## src/hdl/bfd_pkg.sv

```systemverilog
// ----------------------------------------------------------------------------
// bfd_pkg
// Shared types and constants for the byte frame decoder: status codes,
// configuration register indexes, sync header reset values and frame layout.
// ----------------------------------------------------------------------------
package bfd_pkg;

  // Frame status reported with every result
  typedef enum logic [1:0] {
    ST_INCOMPLETE = 2'd0,
    ST_COMPLETE   = 2'd1,
    ST_INVALID    = 2'd2
  } frame_status_t;

  // Configuration register indexes
  typedef enum logic [1:0] {
    CFG_SYNC_BYTE0 = 2'd0,
    CFG_SYNC_BYTE1 = 2'd1,
    CFG_SYNC_BYTE2 = 2'd2,
    CFG_SYNC_BYTE3 = 2'd3
  } cfg_index_t;

  typedef logic [7:0] byte_t;

  // Sync header after reset: "head"
  localparam byte_t SyncByte0Rst = 8'd104;
  localparam byte_t SyncByte1Rst = 8'd101;
  localparam byte_t SyncByte2Rst = 8'd97;
  localparam byte_t SyncByte3Rst = 8'd100;

  // Frame layout: 4 sync, length, seq, type, payload, 2 checksum bytes
  localparam byte_t MinFrameLen  = 8'd9;
  localparam byte_t PayloadStart = 8'd7;
  localparam byte_t PosLength    = 8'd4;
  localparam byte_t PosSeq       = 8'd5;
  localparam byte_t PosType      = 8'd6;

endpackage

```

## src/hdl/bfd_stream_if.sv

```systemverilog
// ----------------------------------------------------------------------------
// bfd_in_if / bfd_out_if
// Valid/ready channels of the frame decoder: received bytes in, one decode
// result per byte out.
// ----------------------------------------------------------------------------
interface bfd_in_if;
  logic       valid;
  logic       ready;
  logic [7:0] rx_byte;

  modport source (output valid, output rx_byte, input ready);
  modport sink   (input valid, input rx_byte, output ready);
endinterface

interface bfd_out_if;
  logic       valid;
  logic       ready;
  logic [1:0] frame_status;
  logic       payload_valid;
  logic [7:0] payload_byte;
  logic [7:0] payload_index;
  logic [7:0] frame_length;
  logic [7:0] frame_seq;
  logic [7:0] frame_type;

  modport source (
    output valid, output frame_status, output payload_valid, output payload_byte,
    output payload_index, output frame_length, output frame_seq, output frame_type,
    input ready
  );
  modport sink (
    input valid, input frame_status, input payload_valid, input payload_byte,
    input payload_index, input frame_length, input frame_seq, input frame_type,
    output ready
  );
endinterface

```

## src/hdl/byte_frame_decoder_additive_checksum.sv

```systemverilog
// ----------------------------------------------------------------------------
// byte_frame_decoder_additive_checksum
// Length-prefixed frame parser with a 16-bit additive checksum.
// ----------------------------------------------------------------------------
// Usage:
//   in_chan carries one received byte per transaction. For every byte taken
//   the block produces exactly one transaction on out_chan: frame status,
//   payload byte with its index when the byte was payload, and the length,
//   sequence and type fields of the current (or last) frame.
//   cfg_we/cfg_idx/cfg_wdata set the four expected sync header bytes; write
//   them only while no transaction is in flight.
// Output timing and throughput:
//   The result is registered: it appears on out_chan in the cycle after the
//   byte is taken. One byte per cycle is sustained unless out_chan stalls;
//   the frame state (byte position, running sum) updates as the byte is taken.
// Reset:
//   rst_n (synchronous) clears the frame state and the output valid flag, and
//   restores the sync header to "head"; the block starts out hunting.
// Stall:
//   While out_chan is stalled the pending result holds. A new byte is still
//   taken in the cycle the pending result leaves (in_chan.ready follows
//   out_chan.ready when the output register is full).
// ----------------------------------------------------------------------------
module byte_frame_decoder_additive_checksum (
  input  logic        clk,
  input  logic        rst_n,
  bfd_in_if.sink      in_chan,
  bfd_out_if.source   out_chan,
  input  logic        cfg_we,
  input  logic [1:0]  cfg_idx,
  input  bfd_pkg::byte_t cfg_wdata
);
  import bfd_pkg::*;

  // Configuration registers
  byte_t sync0_r, sync1_r, sync2_r, sync3_r;

  // Frame state
  byte_t       cnt_r, cnt_nxt;
  byte_t       len_r, len_nxt;
  byte_t       seq_r, seq_nxt;
  byte_t       type_r, type_nxt;
  logic [15:0] sum_r, sum_nxt;
  byte_t       chk_hi_r, chk_hi_nxt;

  // Output register
  logic          out_valid_r;
  frame_status_t status_r, status_nxt;
  logic          pvalid_r, pvalid_nxt;
  byte_t         pbyte_r, pbyte_nxt;
  byte_t         pindex_r, pindex_nxt;

  logic  in_fire;
  logic  out_fire;
  byte_t b;
  byte_t want;
  logic [8:0] cnt_p2;

  assign out_fire       = out_valid_r & out_chan.ready;
  assign in_chan.ready  = ~out_valid_r | out_chan.ready;
  assign in_fire        = in_chan.valid & in_chan.ready;
  assign b              = in_chan.rx_byte;
  assign cnt_p2         = {1'b0, cnt_r} + 9'd2;

  // Expected header byte for positions 1 to 3
  always_comb begin
    case (cnt_r[1:0])
      2'd1:    want = sync1_r;
      2'd2:    want = sync2_r;
      default: want = sync3_r;
    endcase
  end

  // Decode of one byte against the frame state
  always_comb begin
    cnt_nxt    = cnt_r;
    len_nxt    = len_r;
    seq_nxt    = seq_r;
    type_nxt   = type_r;
    sum_nxt    = sum_r;
    chk_hi_nxt = chk_hi_r;
    status_nxt = ST_INCOMPLETE;
    pvalid_nxt = 1'b0;
    pbyte_nxt  = '0;
    pindex_nxt = '0;

    if (cnt_r == 8'd0) begin
      // hunting for the first sync byte
      if (b == sync0_r) begin
        sum_nxt = {8'd0, b};
        cnt_nxt = 8'd1;
      end
    end else if (cnt_r < PosLength) begin
      if (b == want) begin
        sum_nxt = sum_r + {8'd0, b};
        cnt_nxt = cnt_r + 8'd1;
      end else begin
        status_nxt = ST_INVALID;
        cnt_nxt    = '0;
      end
    end else if (cnt_r == PosLength) begin
      len_nxt = b;
      if (b < MinFrameLen) begin
        status_nxt = ST_INVALID;
        cnt_nxt    = '0;
      end else begin
        sum_nxt = sum_r + {8'd0, b};
        cnt_nxt = PosSeq;
      end
    end else if (cnt_r == PosSeq) begin
      seq_nxt = b;
      sum_nxt = sum_r + {8'd0, b};
      cnt_nxt = PosType;
    end else if (cnt_r == PosType) begin
      type_nxt = b;
      sum_nxt  = sum_r + {8'd0, b};
      cnt_nxt  = PayloadStart;
    end else if (cnt_p2 < {1'b0, len_r}) begin
      // payload byte
      pvalid_nxt = 1'b1;
      pbyte_nxt  = b;
      pindex_nxt = cnt_r - PayloadStart;
      sum_nxt    = sum_r + {8'd0, b};
      cnt_nxt    = cnt_r + 8'd1;
    end else if (cnt_p2 == {1'b0, len_r}) begin
      chk_hi_nxt = b;
      cnt_nxt    = cnt_r + 8'd1;
    end else begin
      // low checksum byte closes the frame
      status_nxt = ({chk_hi_r, b} == sum_r) ? ST_COMPLETE : ST_INVALID;
      cnt_nxt    = '0;
    end
  end

  // Configuration registers
  always_ff @(posedge clk) begin
    if (!rst_n) begin
      sync0_r <= SyncByte0Rst;
      sync1_r <= SyncByte1Rst;
      sync2_r <= SyncByte2Rst;
      sync3_r <= SyncByte3Rst;
    end else if (cfg_we) begin
      case (cfg_index_t'(cfg_idx))
        CFG_SYNC_BYTE0: sync0_r <= cfg_wdata;
        CFG_SYNC_BYTE1: sync1_r <= cfg_wdata;
        CFG_SYNC_BYTE2: sync2_r <= cfg_wdata;
        CFG_SYNC_BYTE3: sync3_r <= cfg_wdata;
        default: ;
      endcase
    end
  end

  // Frame state, updated as each byte is taken
  always_ff @(posedge clk) begin
    if (!rst_n) begin
      cnt_r    <= '0;
      len_r    <= '0;
      seq_r    <= '0;
      type_r   <= '0;
      sum_r    <= '0;
      chk_hi_r <= '0;
    end else if (in_fire) begin
      cnt_r    <= cnt_nxt;
      len_r    <= len_nxt;
      seq_r    <= seq_nxt;
      type_r   <= type_nxt;
      sum_r    <= sum_nxt;
      chk_hi_r <= chk_hi_nxt;
    end
  end

  // Output valid
  always_ff @(posedge clk) begin
    if (!rst_n) begin
      out_valid_r <= 1'b0;
    end else if (in_fire) begin
      out_valid_r <= 1'b1;
    end else if (out_fire) begin
      out_valid_r <= 1'b0;
    end
  end

  // Output payload register
  always_ff @(posedge clk) begin
    if (in_fire) begin
      status_r <= status_nxt;
      pvalid_r <= pvalid_nxt;
      pbyte_r  <= pbyte_nxt;
      pindex_r <= pindex_nxt;
    end
  end

  assign out_chan.valid         = out_valid_r;
  assign out_chan.frame_status  = status_r;
  assign out_chan.payload_valid = pvalid_r;
  assign out_chan.payload_byte  = pbyte_r;
  assign out_chan.payload_index = pindex_r;
  assign out_chan.frame_length  = len_r;
  assign out_chan.frame_seq     = seq_r;
  assign out_chan.frame_type    = type_r;

  // --------------------------------------------------------------------------
  // Assertions
  // --------------------------------------------------------------------------

  // Inside the payload/checksum area the length was accepted and bounds us
  a_cnt_in_frame: assert property (@(posedge clk) disable iff (!rst_n)
    (cnt_r > PosType) |-> (len_r >= MinFrameLen && cnt_r < len_r))
    else $error("byte position outside the frame length");

  // A payload result never carries a final status
  a_payload_status: assert property (@(posedge clk) disable iff (!rst_n)
    (out_valid_r && pvalid_r) |-> (status_r == ST_INCOMPLETE))
    else $error("payload byte reported with a final status");

  // A final status always sends the decoder back to hunting
  a_final_hunts: assert property (@(posedge clk) disable iff (!rst_n)
    (in_fire && status_nxt != ST_INCOMPLETE) |=> (cnt_r == 8'd0))
    else $error("decoder not hunting after frame end");

  // Output register cannot be overwritten while a result is pending
  a_no_overwrite: assert property (@(posedge clk) disable iff (!rst_n)
    (out_valid_r && !out_chan.ready) |-> !in_fire)
    else $error("byte taken while result stalled");

endmodule

```

## src/flat_wrapper.sv

```systemverilog
// flat-port wrapper written by rule: the top's interface ports become plain ports
module byte_frame_decoder_additive_checksum_flat import bfd_pkg::*;
  (clk, rst_n, cfg_we, cfg_idx, cfg_wdata, in_chan_valid, in_chan_rx_byte, in_chan_ready, out_chan_valid, out_chan_frame_status, out_chan_payload_valid, out_chan_payload_byte, out_chan_payload_index, out_chan_frame_length, out_chan_frame_seq, out_chan_frame_type, out_chan_ready);
  bfd_in_if in_chan_i ();
  bfd_out_if out_chan_i ();
  input  logic clk;
  input  logic rst_n;
  input  logic cfg_we;
  input  logic [1:0] cfg_idx;
  input  bfd_pkg::byte_t cfg_wdata;
  input wire logic [$bits(in_chan_i.valid)-1:0] in_chan_valid;
  input wire logic [$bits(in_chan_i.rx_byte)-1:0] in_chan_rx_byte;
  output wire logic [$bits(in_chan_i.ready)-1:0] in_chan_ready;
  output wire logic [$bits(out_chan_i.valid)-1:0] out_chan_valid;
  output wire logic [$bits(out_chan_i.frame_status)-1:0] out_chan_frame_status;
  output wire logic [$bits(out_chan_i.payload_valid)-1:0] out_chan_payload_valid;
  output wire logic [$bits(out_chan_i.payload_byte)-1:0] out_chan_payload_byte;
  output wire logic [$bits(out_chan_i.payload_index)-1:0] out_chan_payload_index;
  output wire logic [$bits(out_chan_i.frame_length)-1:0] out_chan_frame_length;
  output wire logic [$bits(out_chan_i.frame_seq)-1:0] out_chan_frame_seq;
  output wire logic [$bits(out_chan_i.frame_type)-1:0] out_chan_frame_type;
  input wire logic [$bits(out_chan_i.ready)-1:0] out_chan_ready;
  assign in_chan_i.valid = in_chan_valid;
  assign in_chan_i.rx_byte = in_chan_rx_byte;
  assign in_chan_ready = in_chan_i.ready;
  assign out_chan_valid = out_chan_i.valid;
  assign out_chan_frame_status = out_chan_i.frame_status;
  assign out_chan_payload_valid = out_chan_i.payload_valid;
  assign out_chan_payload_byte = out_chan_i.payload_byte;
  assign out_chan_payload_index = out_chan_i.payload_index;
  assign out_chan_frame_length = out_chan_i.frame_length;
  assign out_chan_frame_seq = out_chan_i.frame_seq;
  assign out_chan_frame_type = out_chan_i.frame_type;
  assign out_chan_i.ready = out_chan_ready;
  byte_frame_decoder_additive_checksum u_core (.clk(clk), .rst_n(rst_n), .in_chan(in_chan_i), .out_chan(out_chan_i), .cfg_we(cfg_we), .cfg_idx(cfg_idx), .cfg_wdata(cfg_wdata));
endmodule
```

## config.mk

```make
export PLATFORM = sky130hd
export DESIGN_NAME = byte_frame_decoder_additive_checksum_flat
export DESIGN_NICKNAME = d
export VERILOG_FILES = /design/src/hdl/bfd_pkg.sv /design/src/hdl/bfd_stream_if.sv /design/src/hdl/byte_frame_decoder_additive_checksum.sv /design/src/flat_wrapper.sv
export SDC_FILE = /design/constraint.sdc
export NUM_CORES = 1
export LEC_CHECK = 0
export ABC_AREA = 1
export BUFFER_PORTS_ARGS = -buffer_cell sky130_fd_sc_hd__buf_4
export CAP_MARGIN = 20
export CORE_UTILIZATION = 64
export DETAILED_ROUTE_END_ITERATION = 10
export GPL_TIMING_DRIVEN = 0
export PLACE_DENSITY = 0.86
export SYNTH_ARGS = -nofsm -noshare
export SYNTH_HDL_FRONTEND = slang
export SYNTH_SLANG_ARGS = --single-unit
```

## constraint.sdc

```tcl
create_clock -name clk -period 4 [get_ports clk]
set_input_delay 0.4 -clock clk [delete_from_list [all_inputs] [get_ports clk]]
set_output_delay 0.4 -clock clk [all_outputs]
set_load 0.005 [all_outputs]
```

==> metrics.txt <==
vias post-DR=6172; final worst path period share=about three quarters; CTS tree=done; flip-flop and latch area=roughly 0.0024 mm2; RSZ-0062 raised after global routing=no; clock slew at reported path FFs=0.13 ns; Synth area leader=dfxtp_1; adder-cell area share of the yosys netlist=under 10%; die height=99.61 um; path type of the worst min-delay path=input pin to flop; total global routing overflow=0; crit-path cells=ha_1 > nand3_1 > nor2_1 > xor2_1 > ha_1 > nand2_1 > nand2_1 > nor2_1 > nand2_1 > nand2_4 > nand2_4 > nor2_8 > nand2_8 > buf_6 > nand2_1 > a21oi_1; nature of the critical path startpoint=flop; initial antenna violation count=0; min cycle time layout=slightly above 3 ns; ys flop type=dfxtp_1; Worst R2R Path Depth=16; fraction of layout cells with a size suffix above 1=around 14%; Max Fclk=roughly 330 MHz; Mapped Cells=862; worst ir drop on vdd=between 200 and 250 uV; number of global-route vias before repair=between 5k and 6k; post-synth cell types=41; reg2reg setup slack=between 0.9 and 1 ns; port bufs=67; Hold Buf Count CTS=0; vias per cell=~5.7; first-pass GRT wire length=approximately 27 mm; Die Width=between 90 and 100 um; P&R area growth vs syn=14.92%; DR iter-0 viols=469; setup violators final=0; Pleak=between 3 and 4 nW; Antenna diodes=0; row count=35; CP Data Required Time=around 4.2 ns; YS warnings=0; clock buffer depth=2; critical path arrival=about 3.3 ns; fillers=approximately 730; synthesized area per cell=between 7 and 8 um2; power per cell area=295.4 mW/mm2; worst slew pin tran=between 1 and 1.5 ns; clock sinks=roughly 110; Placeable Area=about 0.009 mm2; Synth top area share=29.22%; Power, Total=between 2 and 2.5 mW; clk root buf=clkbuf_8; Post-synth EDFFs=19; CTS Buf Count=9; routability cong.=0.9807; Max stage delay cell, worst path=dfxtp_1; Synthesized Nets=908; Ports=a little under 70; drt wl/cell=16.35 um; Max Clock Skew=approximately 0.021 ns; worst flop-to-flop path startpoint=u_core.cnt_r[2]; post-synthesis sequential area ratio=38.58%; max-cap violations=0; ANT nets after route=0; most frequent cell after synthesis=nand2_1; multi-input logic area=roughly 0.0033 mm2; First-pass DRT Iterations=6; worst hold endpoint=u_core.sync1_r[6]; # nets final=about 990; status=complete, no violations; CP max FO=10; Global Route Usage Sum=35.70%; DPL Wire Length=about 13 mm; Synth async-reset ratio=0%; CP max stage delay=around 0.56 ns; post-layout util=between 70% and 80%; DRC Markers=0; post-CTS setup buffer count=0; final slew viol count=0; Max-slew headroom=a little under a third; largest family of logic cells by synthesized area=simple AND/OR/NAND/NOR gates; post-synthesis mux area share=0%; die area=about 0.01 mm2; min-delay src=cfg_wdata[6]; Critical Path Sink Type=flop; Routed WL=17.58 mm; post-synthesis simple-gate area fraction=between 30% and 40%; most used cell, CP=nand2_1; ranking of synthesized cells by area=dfxtp_1, nand2_1, edfxtp_1, nor2_1, o21ai_0; Worst Hold Depth=3; post-CTS sizing=0; Hold Violations, Final=0; synthesized area=0.006097 mm2; Starting Density=approximately two thirds; Reg-to-Reg End=u_core.sum_r[12]; flops & latches, synth=108; synth cell count leaders=nand2_1, nor2_1, dfxtp_1; setup_tns=0 ns; xor and xnor area share after synthesis=3.160%; clk_lat worst skew=~0.4 ns; H-tree levels=3; Setup CP Type=flop to flop; largest net degree at the start of global routing=23; compound-cell area share of the yosys netlist=12.54%; hold_ws=about 0.25 ns
## worst max path at each step
stage / startpoint / to / slack [ns] / cells past startpoint
6_report: u_core.cnt_r[2] / u_core.sum_r[12] / 0.97 / 16
5_1_grt: u_core.cnt_r[2] / u_core.sum_r[12] / 0.78 / 19
4_1_cts: u_core.cnt_r[2] / u_core.sum_r[12] / 1.06 / 16
3_5_place_dp: u_core.cnt_r[2] / u_core.sum_r[12] / 1.09 / 16
3_3_place_gp: in_chan_valid / u_core.sum_r[9] / 0.35 / 11
2_1_floorplan: in_chan_valid / u_core.sum_r[7] / 1.17 / 10
## layer usage
layer  global-route usage (%)  up-vias  wire [um]
li1                         -     2972          -
met1                    44.72     2823       7239
met2                    62.34      335       8417
met3                    6.395       42       1473
met4                    11.54        0        447
met5                        0        -          0
## critical path, delay by kind of cell (launching register included)
kind            cells  cell delay (ns)
simple gates       11             1.33
fa+ha+maj           2             0.58
flops               1             0.56
xor+xnor            1             0.18
buf+inv             1             0.17
compound gates      1             0.06
## layout make-up
type | count | share of cell area, %
plain buffers | 22 | 1.571
flip-flops and latches | 108 | 33.57
inverters | 100 | 5.357
repair buffers | 68 | 7.393
well taps | 129 | 2.304
clock inverters | 6 | 1.107
clock buffers | 10 | 2.125
multi-input cells | 632 | 46.57
## stage by stage
stage / cell area (um2) / setup slack [ns] / instances
final: 7007 / 0.9715 / 1075
after global routing: 7007 / 0.7789 / 1075
after CTS: 7007 / 1.061 / 1075
after detailed placement: 6780 / 1.090 / 1059
after global placement: 6761 / 0.3454 / 1058
after floorplan: 6097 / 1.172 / 862
## cells by family after synthesis
logic type,Yosys count
XOR/XNOR,22
AND/OR/NAND/NOR,437
AO/OA/AOI/OAI,150
adder cells (fa/ha/maj),23
flip-flops,108
buffers and inverters,122
## placed cells by master, fill, tap and decap left out, types with 2 or more instances in the layout
cell type / netlist / routed
nand2_2: 3 / 3
nor4_2: 2 / 2
clkbuf_1: 11 / 11
inv_1: 87 / 87
a21oi_1: 64 / 63
inv_8: 0 / 4
buf_2: 7 / 7
nor2_8: 3 / 3
nor3_2: 2 / 2
nor2_2: 2 / 2
o21ai_1: 8 / 8
clkbuf_8: 0 / 9
nand2_1: 208 / 208
xnor2_1: 5 / 5
nor2_1: 98 / 98
edfxtp_1: 19 / 19
nor3_1: 13 / 13
nand3b_1: 3 / 3
nand4_1: 13 / 13
o21bai_1: 2 / 2
or2_2: 5 / 5
nand2_4: 3 / 3
nor2_4: 3 / 3
nand3_1: 70 / 70
nand3_2: 3 / 3
o211ai_1: 2 / 2
dfxtp_1: 89 / 89
o21ai_0: 72 / 72
inv_2: 12 / 12
ha_1: 22 / 22
buf_4: 3 / 70
xor2_1: 17 / 17
## power breakdown
part	switching [mW]	total (mW)	internal [mW]
clock network	0.443	0.739	0.296
registers	0.0126	1.14	1.13
logic	0.122	0.187	0.0650
total	0.577	2.07	1.49
## sequential cells by signal, indices dropped and copies added, names as in the netlist
register / count
u_core.out_chan.payload_valid: 1
u_core.sync2_r: 8
u_core.sync0_r: 8
u_core.out_chan.frame_type: 8
u_core.sync3_r: 8
u_core.out_chan.frame_seq: 8
u_core.out_chan.frame_status: 2
u_core.out_chan.payload_index: 8
u_core.chk_hi_r: 8
u_core.out_chan.frame_length: 8
u_core.out_chan.valid: 1
u_core.sync1_r: 8
u_core.out_chan.payload_byte: 8
u_core.sum_r: 16
u_core.cnt_r: 8
(Power assumes the default switching activity.)
